`src/hdl/slcc_pkg.sv`:
```
`timescale 1ns / 1ps
// ----------------------------------------------------------------------------
// slcc_pkg
// shared types and fixed constants of the status led colour compositor
// ----------------------------------------------------------------------------
package slcc_pkg;

	localparam int ACT_W     = 3;
	localparam int CFG_IDX_W = 8;
	localparam int CFG_DAT_W = 16;
	localparam int HOLD_W    = 16;
	localparam int LVL_W     = 8;

	// request actions
	localparam logic [ACT_W-1:0] ACT_TICK      = 3'd0;
	localparam logic [ACT_W-1:0] ACT_CAN_RX    = 3'd1;
	localparam logic [ACT_W-1:0] ACT_CAN_TX    = 3'd2;
	localparam logic [ACT_W-1:0] ACT_HOST      = 3'd3;
	localparam logic [ACT_W-1:0] ACT_SET_ERROR = 3'd4;
	localparam logic [ACT_W-1:0] ACT_SET_WIFI  = 3'd5;

	// register indexes
	localparam logic [CFG_IDX_W-1:0] REG_CAN_HOLD   = 8'd0;
	localparam logic [CFG_IDX_W-1:0] REG_HOST_HOLD  = 8'd1;
	localparam logic [CFG_IDX_W-1:0] REG_BLINK_HALF = 8'd2;
	localparam logic [CFG_IDX_W-1:0] REG_ERROR_LVL  = 8'd3;
	localparam logic [CFG_IDX_W-1:0] REG_HOST_LVL   = 8'd4;
	localparam logic [CFG_IDX_W-1:0] REG_RX_LVL     = 8'd5;
	localparam logic [CFG_IDX_W-1:0] REG_TX_LVL     = 8'd6;
	localparam logic [CFG_IDX_W-1:0] REG_BOTH_LVL   = 8'd7;

	// background levels
	localparam int WIFI_DIM_LEVEL    = 10;
	localparam int WIFI_BRIGHT_LEVEL = 30;
	localparam int WIFI_DIM_HALF     = (WIFI_DIM_LEVEL / 2 > 8) ? 8 : WIFI_DIM_LEVEL / 2;

	localparam logic [LVL_W-1:0] BG_DIM_RED     = LVL_W'(WIFI_DIM_HALF);
	localparam logic [LVL_W-1:0] BG_DIM_BLUE    = LVL_W'(WIFI_DIM_LEVEL);
	localparam logic [LVL_W-1:0] BG_BRIGHT_BLUE = LVL_W'(WIFI_BRIGHT_LEVEL);
	localparam logic [LVL_W-1:0] BG_STA_RED     = 8'd8;
	localparam logic [LVL_W-1:0] BG_BLINK_BLUE  = 8'd10;
	localparam logic [LVL_W-1:0] BG_AP_RED      = 8'd10;
	localparam logic [LVL_W-1:0] BG_AP_GREEN    = 8'd6;
	localparam logic [LVL_W-1:0] BG_AP_CLI_RED  = 8'd20;
	localparam logic [LVL_W-1:0] BG_AP_CLI_GRN  = 8'd12;
	localparam logic [LVL_W-1:0] LVL_MAX        = 8'd255;

	typedef struct packed {
		logic [ACT_W-1:0] action;
		logic             error_active;
		logic             wifi_enabled;
		logic             station_mode;
		logic             link_connected;
		logic             client_present;
	} item_t;

	typedef struct packed {
		logic [LVL_W-1:0] red;
		logic [LVL_W-1:0] green;
		logic [LVL_W-1:0] blue;
	} rgb_t;

	typedef struct packed {
		logic [HOLD_W-1:0] can_hold;
		logic [HOLD_W-1:0] host_hold;
		logic [HOLD_W-1:0] blink_half;
		logic [LVL_W-1:0]  error_level;
		logic [LVL_W-1:0]  host_level;
		logic [LVL_W-1:0]  rx_level;
		logic [LVL_W-1:0]  tx_level;
		logic [LVL_W-1:0]  both_level;
	} cfg_t;

	typedef struct packed {
		logic client;
		logic connected;
		logic station;
		logic enabled;
	} wifi_t;

	// view of the state after a tick, as the renderer needs it
	typedef struct packed {
		logic  error;
		wifi_t wifi;
		logic  blink_on;
		logic  rx_lit;
		logic  tx_lit;
		logic  host_lit;
	} ctx_t;

endpackage

```
`src/hdl/slcc_ifs.sv`:
```
`timescale 1ns / 1ps
// ----------------------------------------------------------------------------
// slcc interfaces
// request, result and register write channels
// ----------------------------------------------------------------------------
interface slcc_in_if import slcc_pkg::*; ();
	logic             valid;
	logic             ready;
	logic [ACT_W-1:0] action;
	logic             error_active;
	logic             wifi_enabled;
	logic             station_mode;
	logic             link_connected;
	logic             client_present;

	modport source (output valid, action, error_active, wifi_enabled, station_mode,
		link_connected, client_present, input ready);
	modport sink (input valid, action, error_active, wifi_enabled, station_mode,
		link_connected, client_present, output ready);
endinterface

interface slcc_out_if import slcc_pkg::*; ();
	logic             valid;
	logic             ready;
	logic [LVL_W-1:0] red;
	logic [LVL_W-1:0] green;
	logic [LVL_W-1:0] blue;

	modport source (output valid, red, green, blue, input ready);
	modport sink (input valid, red, green, blue, output ready);
endinterface

interface slcc_cfg_if import slcc_pkg::*; ();
	logic                 valid;
	logic                 ready;
	logic [CFG_IDX_W-1:0] index;
	logic [CFG_DAT_W-1:0] data;

	modport source (output valid, index, data, input ready);
	modport sink (input valid, index, data, output ready);
endinterface

```
`src/hdl/slcc_cfg_regs.sv`:
```
`timescale 1ns / 1ps
// ----------------------------------------------------------------------------
// slcc_cfg_regs
// configuration register file with reset defaults
// ----------------------------------------------------------------------------
module slcc_cfg_regs import slcc_pkg::*; (
	input  logic                 clk,
	input  logic                 arst_n,
	input  logic                 wr_en,
	input  logic [CFG_IDX_W-1:0] wr_index,
	input  logic [CFG_DAT_W-1:0] wr_data,
	output cfg_t                 cfg
);

	cfg_t cfg_q;

	always_ff @(posedge clk or negedge arst_n) begin
		if (!arst_n) begin
			cfg_q.can_hold    <= 16'd50;
			cfg_q.host_hold   <= 16'd50;
			cfg_q.blink_half  <= 16'd500;
			cfg_q.error_level <= 8'd40;
			cfg_q.host_level  <= 8'd20;
			cfg_q.rx_level    <= 8'd30;
			cfg_q.tx_level    <= 8'd30;
			cfg_q.both_level  <= 8'd30;
		end else if (wr_en) begin
			case (wr_index)
				REG_CAN_HOLD:   cfg_q.can_hold    <= wr_data;
				REG_HOST_HOLD:  cfg_q.host_hold   <= wr_data;
				REG_BLINK_HALF: cfg_q.blink_half  <= wr_data;
				REG_ERROR_LVL:  cfg_q.error_level <= wr_data[LVL_W-1:0];
				REG_HOST_LVL:   cfg_q.host_level  <= wr_data[LVL_W-1:0];
				REG_RX_LVL:     cfg_q.rx_level    <= wr_data[LVL_W-1:0];
				REG_TX_LVL:     cfg_q.tx_level    <= wr_data[LVL_W-1:0];
				REG_BOTH_LVL:   cfg_q.both_level  <= wr_data[LVL_W-1:0];
				default:        ; // unknown index, write dropped
			endcase
		end
	end

	assign cfg = cfg_q;

endmodule

```
`src/hdl/slcc_state.sv`:
```
`timescale 1ns / 1ps
// ----------------------------------------------------------------------------
// slcc_state
// hold countdowns, blink phase and status flags
// ----------------------------------------------------------------------------
module slcc_state import slcc_pkg::*; (
	input  logic  clk,
	input  logic  arst_n,
	input  logic  step,
	input  item_t item,
	input  cfg_t  cfg,
	output ctx_t  ctx
);

	logic [HOLD_W-1:0] rx_q, tx_q, host_q, elapsed_q;
	logic              blink_q, error_q;
	wifi_t             wifi_q;

	logic [HOLD_W-1:0] rx_nxt, tx_nxt, host_nxt, elapsed_inc, elapsed_nxt;
	logic              blink_nxt, wrap;

	always_comb begin
		rx_nxt      = (rx_q != '0) ? rx_q - 1'b1 : rx_q;
		tx_nxt      = (tx_q != '0) ? tx_q - 1'b1 : tx_q;
		host_nxt    = (host_q != '0) ? host_q - 1'b1 : host_q;
		elapsed_inc = (elapsed_q != '1) ? elapsed_q + 1'b1 : elapsed_q;
		wrap        = (elapsed_inc >= cfg.blink_half);
		elapsed_nxt = wrap ? '0 : elapsed_inc;
		blink_nxt   = blink_q ^ wrap;
	end

	always_ff @(posedge clk or negedge arst_n) begin
		if (!arst_n) begin
			rx_q      <= '0;
			tx_q      <= '0;
			host_q    <= '0;
			elapsed_q <= '0;
			blink_q   <= 1'b0;
			error_q   <= 1'b0;
			wifi_q    <= '0;
		end else if (step) begin
			case (item.action)
				ACT_TICK: begin
					rx_q      <= rx_nxt;
					tx_q      <= tx_nxt;
					host_q    <= host_nxt;
					elapsed_q <= elapsed_nxt;
					blink_q   <= blink_nxt;
				end
				ACT_CAN_RX:    rx_q    <= cfg.can_hold;
				ACT_CAN_TX:    tx_q    <= cfg.can_hold;
				ACT_HOST:      host_q  <= cfg.host_hold;
				ACT_SET_ERROR: error_q <= item.error_active;
				ACT_SET_WIFI: begin
					wifi_q.enabled   <= item.wifi_enabled;
					wifi_q.station   <= item.station_mode;
					wifi_q.connected <= item.link_connected;
					wifi_q.client    <= item.client_present;
				end
				default: ; // unused action
			endcase
		end
	end

	// overlays judged on the post-decrement counts
	assign ctx.error    = error_q;
	assign ctx.wifi     = wifi_q;
	assign ctx.blink_on = blink_nxt;
	assign ctx.rx_lit   = (rx_nxt != '0);
	assign ctx.tx_lit   = (tx_nxt != '0);
	assign ctx.host_lit = (host_nxt != '0);

endmodule

```
`src/hdl/slcc_render.sv`:
```
`timescale 1ns / 1ps
// ----------------------------------------------------------------------------
// slcc_render
// wifi background, activity overlays and error override
// ----------------------------------------------------------------------------
module slcc_render import slcc_pkg::*; (
	input  ctx_t ctx,
	input  cfg_t cfg,
	output rgb_t color
);

	function automatic logic [LVL_W-1:0] sat_add(input logic [LVL_W-1:0] a,
		input logic [LVL_W-1:0] b);
		logic [LVL_W:0] s;
		s = {1'b0, a} + {1'b0, b};
		return s[LVL_W] ? LVL_MAX : s[LVL_W-1:0];
	endfunction

	rgb_t bg, host_c, can_c;

	always_comb begin
		bg = '0;
		if (ctx.wifi.enabled) begin
			if (ctx.wifi.station) begin
				if (!ctx.wifi.connected) begin
					if (ctx.blink_on) begin
						bg.red  = BG_STA_RED;
						bg.blue = BG_BLINK_BLUE;
					end
				end else if (!ctx.wifi.client) begin
					bg.red  = BG_DIM_RED;
					bg.blue = BG_DIM_BLUE;
				end else begin
					bg.red  = BG_STA_RED;
					bg.blue = BG_BRIGHT_BLUE;
				end
			end else if (!ctx.wifi.client) begin
				bg.red   = BG_AP_RED;
				bg.green = BG_AP_GREEN;
			end else begin
				bg.red   = BG_AP_CLI_RED;
				bg.green = BG_AP_CLI_GRN;
			end
		end

		host_c = bg;
		if (ctx.host_lit) begin
			host_c.red   = sat_add(bg.red, cfg.host_level);
			host_c.green = sat_add(bg.green, cfg.host_level);
			host_c.blue  = sat_add(bg.blue, cfg.host_level);
		end

		can_c = host_c;
		if (ctx.rx_lit && ctx.tx_lit) begin
			can_c.green = sat_add(host_c.green, cfg.both_level);
			can_c.blue  = sat_add(host_c.blue, cfg.both_level);
		end else if (ctx.rx_lit) begin
			can_c.blue  = sat_add(host_c.blue, cfg.rx_level);
		end else if (ctx.tx_lit) begin
			can_c.green = sat_add(host_c.green, cfg.tx_level);
		end

		if (ctx.error) begin
			color.red   = cfg.error_level;
			color.green = '0;
			color.blue  = '0;
		end else begin
			color = can_c;
		end
	end

endmodule

```
`src/hdl/status_led_color_compositor_unit.sv`:
```
`timescale 1ns / 1ps
// ----------------------------------------------------------------------------
// status_led_color_compositor_unit
// status led colour compositor: wifi background, activity overlays, error red
// ----------------------------------------------------------------------------
//  channel  | dir | handshake    | payload
//  ---------+-----+--------------+-----------------------------------------
//  req      | in  | valid/ready  | action, error_active, wifi_enabled,
//           |     |              | station_mode, link_connected, client_present
//  rsp      | out | valid/ready  | red, green, blue
//  cfg      | in  | valid/ready  | index, data (ready always high)
//
//  one request a cycle while rsp is not stalled; a request is registered, then
//  worked on as the request stage moves on; a tick whose colour differs from the
//  last one sent goes to the result stage and rsp; other requests only update state
//  a stalled result holds rsp and the request stage; req.ready stays high
//  while the request stage can move on in the same cycle
//  arst_n clears all control, the hold counters, flags and last colour (off)
// ----------------------------------------------------------------------------
module status_led_color_compositor_unit import slcc_pkg::*; (
	input  logic       clk,
	input  logic       arst_n,
	slcc_in_if.sink    req,
	slcc_out_if.source rsp,
	slcc_cfg_if.sink   cfg
);

	// request stage
	logic  s1_valid_q;
	item_t item_s1;

	// result stage and change detection
	logic  out_valid_q;
	rgb_t  out_q;
	rgb_t  last_q;

	cfg_t  cfg_regs;
	ctx_t  ctx;
	rgb_t  color;
	logic  advance;
	logic  emit;

	// the request stage moves on when the result slot is free or being emptied
	assign advance   = s1_valid_q && (!out_valid_q || rsp.ready);
	assign req.ready = !s1_valid_q || advance;
	assign cfg.ready = 1'b1;

	always_ff @(posedge clk or negedge arst_n) begin
		if (!arst_n) begin
			s1_valid_q <= 1'b0;
		end else if (req.valid && req.ready) begin
			s1_valid_q <= 1'b1;
		end else if (advance) begin
			s1_valid_q <= 1'b0;
		end
	end

	always_ff @(posedge clk) begin
		if (req.valid && req.ready) begin
			item_s1.action         <= req.action;
			item_s1.error_active   <= req.error_active;
			item_s1.wifi_enabled   <= req.wifi_enabled;
			item_s1.station_mode   <= req.station_mode;
			item_s1.link_connected <= req.link_connected;
			item_s1.client_present <= req.client_present;
		end
	end

	slcc_cfg_regs u_cfg (
		.clk      (clk),
		.arst_n   (arst_n),
		.wr_en    (cfg.valid),
		.wr_index (cfg.index),
		.wr_data  (cfg.data),
		.cfg      (cfg_regs)
	);

	slcc_state u_state (
		.clk    (clk),
		.arst_n (arst_n),
		.step   (advance),
		.item   (item_s1),
		.cfg    (cfg_regs),
		.ctx    (ctx)
	);

	slcc_render u_render (
		.ctx   (ctx),
		.cfg   (cfg_regs),
		.color (color)
	);

	// only a tick renders, and only a changed colour is sent
	assign emit = advance && (item_s1.action == ACT_TICK) && (color != last_q);

	always_ff @(posedge clk or negedge arst_n) begin
		if (!arst_n) begin
			out_valid_q <= 1'b0;
			last_q      <= '0;
		end else begin
			if (emit) begin
				out_valid_q <= 1'b1;
				last_q      <= color;
			end else if (rsp.ready) begin
				out_valid_q <= 1'b0;
			end
		end
	end

	always_ff @(posedge clk) begin
		if (emit) begin
			out_q <= color;
		end
	end

	assign rsp.valid = out_valid_q;
	assign rsp.red   = out_q.red;
	assign rsp.green = out_q.green;
	assign rsp.blue  = out_q.blue;

endmodule

```
`src/flat_wrapper.sv`:
```
// flat-port wrapper written by rule: the top's interface ports become plain ports
module status_led_color_compositor_unit_flat import slcc_pkg::*;
  (clk, arst_n, req_valid, req_action, req_error_active, req_wifi_enabled, req_station_mode, req_link_connected, req_client_present, req_ready, rsp_valid, rsp_red, rsp_green, rsp_blue, rsp_ready, cfg_valid, cfg_index, cfg_data, cfg_ready);
  slcc_in_if req_i ();
  slcc_out_if rsp_i ();
  slcc_cfg_if cfg_i ();
  input  logic clk;
  input  logic arst_n;
  input wire logic [$bits(req_i.valid)-1:0] req_valid;
  input wire logic [$bits(req_i.action)-1:0] req_action;
  input wire logic [$bits(req_i.error_active)-1:0] req_error_active;
  input wire logic [$bits(req_i.wifi_enabled)-1:0] req_wifi_enabled;
  input wire logic [$bits(req_i.station_mode)-1:0] req_station_mode;
  input wire logic [$bits(req_i.link_connected)-1:0] req_link_connected;
  input wire logic [$bits(req_i.client_present)-1:0] req_client_present;
  output wire logic [$bits(req_i.ready)-1:0] req_ready;
  output wire logic [$bits(rsp_i.valid)-1:0] rsp_valid;
  output wire logic [$bits(rsp_i.red)-1:0] rsp_red;
  output wire logic [$bits(rsp_i.green)-1:0] rsp_green;
  output wire logic [$bits(rsp_i.blue)-1:0] rsp_blue;
  input wire logic [$bits(rsp_i.ready)-1:0] rsp_ready;
  input wire logic [$bits(cfg_i.valid)-1:0] cfg_valid;
  input wire logic [$bits(cfg_i.index)-1:0] cfg_index;
  input wire logic [$bits(cfg_i.data)-1:0] cfg_data;
  output wire logic [$bits(cfg_i.ready)-1:0] cfg_ready;
  assign req_i.valid = req_valid;
  assign req_i.action = req_action;
  assign req_i.error_active = req_error_active;
  assign req_i.wifi_enabled = req_wifi_enabled;
  assign req_i.station_mode = req_station_mode;
  assign req_i.link_connected = req_link_connected;
  assign req_i.client_present = req_client_present;
  assign req_ready = req_i.ready;
  assign rsp_valid = rsp_i.valid;
  assign rsp_red = rsp_i.red;
  assign rsp_green = rsp_i.green;
  assign rsp_blue = rsp_i.blue;
  assign rsp_i.ready = rsp_ready;
  assign cfg_i.valid = cfg_valid;
  assign cfg_i.index = cfg_index;
  assign cfg_i.data = cfg_data;
  assign cfg_ready = cfg_i.ready;
  status_led_color_compositor_unit u_core (.clk(clk), .arst_n(arst_n), .req(req_i), .rsp(rsp_i), .cfg(cfg_i));
endmodule
```
`config.mk`:
```
export PLATFORM = sky130hd
export DESIGN_NAME = status_led_color_compositor_unit_flat
export DESIGN_NICKNAME = d
export VERILOG_FILES = /design/src/hdl/slcc_pkg.sv /design/src/hdl/slcc_ifs.sv /design/src/hdl/slcc_cfg_regs.sv /design/src/hdl/slcc_state.sv /design/src/hdl/slcc_render.sv /design/src/hdl/status_led_color_compositor_unit.sv /design/src/flat_wrapper.sv
export SDC_FILE = /design/constraint.sdc
export NUM_CORES = 1
export LEC_CHECK = 0
export CAP_MARGIN = 20
export CELL_PAD_IN_SITES_DETAIL_PLACEMENT = 0
export CELL_PAD_IN_SITES_GLOBAL_PLACEMENT = 2
export CORE_MARGIN = 2
export CORE_UTILIZATION = 42
export CTS_CLUSTER_SIZE = 12
export DETAILED_ROUTE_END_ITERATION = 6
export DONT_BUFFER_PORTS = 1
export PLACE_DENSITY_LB_ADDON = 0.1
export SYNTH_ARGS = -nofsm -noshare
export SYNTH_HDL_FRONTEND = slang
export SYNTH_HIERARCHICAL = 1
export SYNTH_SLANG_ARGS = --single-unit
```
`constraint.sdc`:
```
create_clock -name clk -period 8 [get_ports clk]
set_input_delay 0 -clock clk [delete_from_list [all_inputs] [get_ports clk]]
set_output_delay 0 -clock clk [all_outputs]
set_load 0.01 [all_outputs]
```
=== Word-level counts from Yosys, hierarchy flattened ===
Index checks and enable logic that the tools add are counted.

* Reduce and logical (&&, ||, !) cells: 36
* $lt $le $gt $ge: 1
* Eq/ne operators: 14
* Multiplexer cells: 36
* Bitwise gates (word level): 1
* Add/subtract/negate cells: 11

{| class="wikitable"
|+ Operators by type and width
! operator !! number
|-
| two-way mux 8 bit || 15
|-
| two-way mux 16 bit || 6
|-
| case mux 16 bit (2 select lines) || 3
|-
| nonzero test 16 bit || 6
|-
| two-way mux 24 bit || 3
|-
| adder 8 x 8 -> 9 bit || 7
|-
| subtractor 16 x 1 -> 16 bit, second input constant || 3
|-
| == test 8 x 3 -> 1 bit, second input constant || 4
|-
| AND reduction 2 bit || 14
|-
| inequality test 24 bit || 1
|-
| adder 16 x 1 -> 16 bit, second input constant || 1
|-
| == test 8 x 2 -> 1 bit, second input constant || 2
|-
| >= comparator 16 bit || 1
|-
| inequality test 16 bit, second input constant || 1
|-
| two-way mux 13 bit || 1
|-
| two-way mux 4 bit || 3
|-
| nonzero test 2 bit || 5
|-
| == test 8 x 1 -> 1 bit, second input constant || 1
|-
| zero test 8 bit || 1
|-
| == test 3 x 2 -> 1 bit, second input constant || 2
|-
| == test 3 bit, second input constant || 2
|-
| logical AND 1 bit || 5
|-
| two-way mux 5 bit || 1
|-
| two-way mux 1 bit || 4
|-
| 5 further kinds || 7
|}

* Register bits: 216
* Bits of input ports: 37
* Output and inout bits: 27
* Logic and storage cells: 131

=== Longest topological paths before layout ===
* Word-level depth: 20
* Depth in mapped cells: 38
* Mapped depth without buffers: 35

=== Cells and area by module ===
The synthesis kept the hierarchy.

{| class="wikitable"
|+ By module, submodules not included
! module !! times used !! area each (um^2) !! cells an instance !! seq. area each (um^2)
|-
| slcc_state || 1 || 5,426.5 || 691 || 1,751.7
|-
| slcc_cfg_regs || 1 || 3,368.2 || 196 || 2,237.1
|-
| slcc_render || 1 || 2,596.2 || 381 || 0.0
|-
| status_led_color_compositor_unit || 1 || 2,311.0 || 127 || 1,611.5
|}

=== Worst setup path before layout ===
Ideal clock, no wire load.

* Path type: register -> register
* Start: register u_core.u_state.elapsed_q[4]
* End: register u_core/last_q[10] (netlist bit)
* Path buffers: 3
* Arrival: 7.257 ns
* Period minus slack after synthesis: 7.382 ns
* Library setup time: 0.125 ns
* Data required time: 7.875 ns
* Stages on the path, launching flop included: 38
* Slack: 0.618 ns
* Cell sequence: dfrtp_1 -> and4_1 -> nand3_1 -> nor3_1 -> nand3_1 -> mux2_2 -> ha_1 -> nand2_1 -> nor2_1 -> nand2_1 -> o21ai_1 -> clkbuf_1 -> xor2_1 -> buf_4 -> nor2_1 -> nor2_1 -> ha_1 -> a21o_1 -> [2 not listed] -> nand2_1 -> a21oi_1 -> ha_1 -> inv_1 -> fa_1 -> nor2b_1 -> o21ai_0 -> a21boi_0 -> o31a_1 -> o22a_1 -> nor2_1 -> nor3_1 -> xnor2_1 -> nand4_1 -> nor4_2 -> a21oi_4 -> buf_6 -> mux2_4

{| class="wikitable"
|+ RTL lines
! item !! line !! text
|-
| start: declaration || slcc_state.sv:15 || <nowiki>logic [HOLD_W-1:0] rx_q, tx_q, host_q, elapsed_q;</nowiki>
|-
| start signal: assignment || slcc_state.sv:47 || <nowiki>elapsed_q <= elapsed_nxt;</nowiki>
|-
| end signal: assignment || status_led_color_compositor_unit.sv:103 || <nowiki>last_q <= color;</nowiki>
|-
| end: declaration || status_led_color_compositor_unit.sv:35 || <nowiki>rgb_t last_q;</nowiki>
|}

==> results.toml <==
[synthesis]
synth_cells = 1395
synth_area_leaders = "dfrtp_1 (28%), mux2_2 (8.4%), edfxtp_1 (7.0%)"
synth_top_cells_by_count = "dfrtp_1 (156), mux2_2 (102), nor2_1 (102), a21oi_1 (95), nand2_1 (92)"
synth.most_common_cell = "dfrtp_1"
syn_area_sq_um = 13700
synth_edf_count = 32
syn_avg_cell_area_sq_um = 9.82
yosys.area.top_type = "dfrtp_1"
synth_top_area_share_pct = 28.5
synthArstFlopShare_pct = 85.2
synth-seq-cells = 216
syn_nets = 1503
yosysUniqueCellTypes = 87
ys_warn_count = 6
synth_ff_type = "dfrtp_1"
ys_seq_area_share_pct = 40.9

[setup_path]
crit_top_cell = "a21oi_1"
cp-end-kind = "flip-flop"
cp_top_family = "simple AND/OR/NAND/NOR gates"
worstPathArrival_ns = 7.89
slowest_stage = "or4b_1"
crit_type = "flip-flop to flip-flop"
crit_required_ns = 8.42
cp_num_buf_inv = 5
cp_max_fo = 24
critPathMaxStageDelay_ns = 0.60
critPathLaunchType = "flip-flop"

[grt]
grt_pass1_wl_microns = 62000
gr-usage-met2_pct = 37.5
top_usage_layer = "met2"
antenna_found_initial = 2
overflow = 0
met3_usage_pct = 3.36
grt.total_usage_pct = 23.4
gr-usage-met1_pct = 34.0
grt_pass1_vias = 10400
grt_max_degree = 185

[clock_network]
cts_buffers = 26
cts.htree.levels = 1
clock-sinks = 216
clk_pin_slew_ns = 0.07
cts_tree = "done"
insertion_delay_ns = 0.55
clockBufferDepth = 3
clock-root-buffer = "clkbuf_16"

[worst_hold_path]
min_path_type = "input port to flip-flop"

[placement]
dp_slack_ns = -0.00662
placed_cell_area_sq_um = 14200
io_buffers = 0
place.gp.congestion = 0.854
place_hpwl_microns = 27700

[cells_and_area]
nets = 1527
final_layout_size_suffix_gt1_share_pct = 18.9
areaGrowthSynthToFinish_pct = 13.2
fin_area_sq_um = 15500
seq_area_sq_um = 5600
fillers = 3120
multi_input_area_sq_um = 7660

[run]
cap_violations = 0

[power]
p_switching_mw = 1.47
p_sw_share_pct = 36.1
comb_power_share_pct = 31.7
power_density_nw_per_um2 = 262
pwr-share-clk_pct = 30.1
intPower_mw = 2.60
p_seq_share_pct = 38.1
p_leak_nw = 6.69
peakVddDrop_uv = 166

[floorplan]
die_w_microns = 185
core-area_sq_um = 32400
fp.dieH_microns = 185
rows = 66
die_area_sq_um = 34100
ioPinCount = 64
initial_core_util_pct = 42.3

[sta]
slew_viol_final = 0
timing.final.crit_share_pct = 93.4
max_slew_margin_pct = 32.1
worst_pin_slew_ns = 1.02
fmax_mhz = 134
clock_skew_ns = 0.0207
timing.final.ws_setup_ns = 0.531
fin_tns_setup_ns = 0
timing_hold_violations_final = 0
period_needed_ns = 7.47
setup_viol = 0

[drt]
first_pass_iters = 7
totalWireLength_microns = 39500
drt_iter0_markers = 647
routedWlPerCell_microns = 21.0
viasPerCell = 5.78
drcViolationCount = 0
vias = 10900
drt.antenna.violating_nets = 0

[run_status]
status = "finished, final reports clean"
[worst reg2reg max path: cells and delay by family, from the launching register on]
family	cells	cell delay (ns)
simple gates	9	2.54
xor+xnor	2	0.39
flops	1	0.42
compound gates	6	1.35
mux	1	0.32
fa+ha+maj	4	1.21
buf+inv	5	1.10
[state kept, by name (all words and copies together), names as in the netlist, 4 cells and up]
name / flops
u_core/item_s1: 8
u_core/last_q: 24
u_core/rsp.blue: 8
u_core/rsp.green: 8
u_core/rsp.red: 8
u_core/u_cfg/cfg: 88
u_core/u_state/ctx: 4
u_core/u_state/elapsed_q: 16
u_core/u_state/host_q: 16
u_core/u_state/rx_q: 16
u_core/u_state/tx_q: 16
[repair_timing]
| action | 4_1_cts | 5_1_grt |
|---|---|---|
| setup buffers | 0 | 4 |
| endpoints found under the hold margin | 282 | 0 |
| pin swaps | 0 | 4 |
| gates resized for setup | 3 | 25 |
| hold buffers | 29 | 0 |
| endpoints found under the setup margin | 16 | 49 |
[final cells by class]
cell class | count | area share [%]
Antenna cell | 4 | 0.0645
Tap cell | 442 | 3.57
Clock buffer | 33 | 4.69
Clock inverter | 15 | 0.992
Sequential cell | 216 | 36.1
Inverter | 73 | 1.77
Multi-Input combinational cell | 1046 | 49.4
Timing Repair Buffer | 56 | 3.42
[cell usage in the layout, fill, tap and decap left out, types with 32 or more instances in the layout]
cell type and count:
dfrtp_1 153, mux2_2 102, nor2_1 99, a21oi_1 93
nand2_1 91, o21ai_0 88, inv_1 70, ha_1 64
xnor2_1 43, nor3_1 36, nand3_1 35, edfxtp_1 32
[logic make-up after synthesis]
logic type      after synthesis  share of synthesized area [%]
buf+inv                     133                           4.03
flops                       216                           40.9
fa+ha+maj                    73                           7.03
other cells                   1                         0.0274
simple gates                420                           15.9
xor+xnor                     65                           4.15
mux                         129                           11.0
compound gates              358                           16.9
[worst paths after layout]
path                                                 startpoint                                 endpoint  slack, ns  cells after the start
max in group asynchronous                                arst_n  u_core/u_state/elapsed_q[4]$_DFFE_PN0P_       7.03                      2
max                        u_core/u_state/host_q[0]$_DFFE_PN0P_             u_core/last_q[4]$_DFFE_PN0P_       0.53                     27
min in group asynchronous                                arst_n      u_core/u_state/tx_q[12]$_DFFE_PN0P_       0.18                      2
min reg2reg                         u_core/item_s1[1]$_DFFE_PP_        u_core/u_state/ctx[6]$_DFFE_PN0P_       0.48                      1
max reg2reg                u_core/u_state/host_q[0]$_DFFE_PN0P_             u_core/last_q[4]$_DFFE_PN0P_       0.53                     27
min                                                cfg_index[2]         u_core/u_cfg/cfg[36]$_DFFE_PN0P_       0.05                      3
[metrics by stage]
stage	total power, mW	util, %	hold slack, ns	std cells
3_5_place_dp	2.77	43.7	-0.288	1799
5_1_grt	4.33	47.9	0.0727	1883
2_1_floorplan	2.45	-	-0.296	1395
6_report	4.07	47.9	0.0531	1885
4_1_cts	4.06	47.5	0.0432	1876
3_3_place_gp	2.76	43.7	-0.288	1799
[power by group through the flow]
stage               clock network (mW)  registers (mW)  logic [mW]
floorplan                            0            1.45        1.01
global placement                     0            1.56        1.20
detailed placement                   0            1.56        1.20
CTS                               1.26            1.55        1.26
global route                      1.30            1.59        1.44
finish                            1.23            1.55        1.29
[metal layers]
| layer | part of all wire, % | routed length, microns | vias up |
|---|---|---|---|
| li1 | - | - | 5206 |
| met1 | 48 | 19200 | 5378 |
| met2 | 45 | 18000 | 260 |
| met3 | 4.5 | 1760 | 45 |
| met4 | 1.7 | 665 | 0 |
| met5 | 0 | 0 | - |
(Power assumes the default switching activity.)
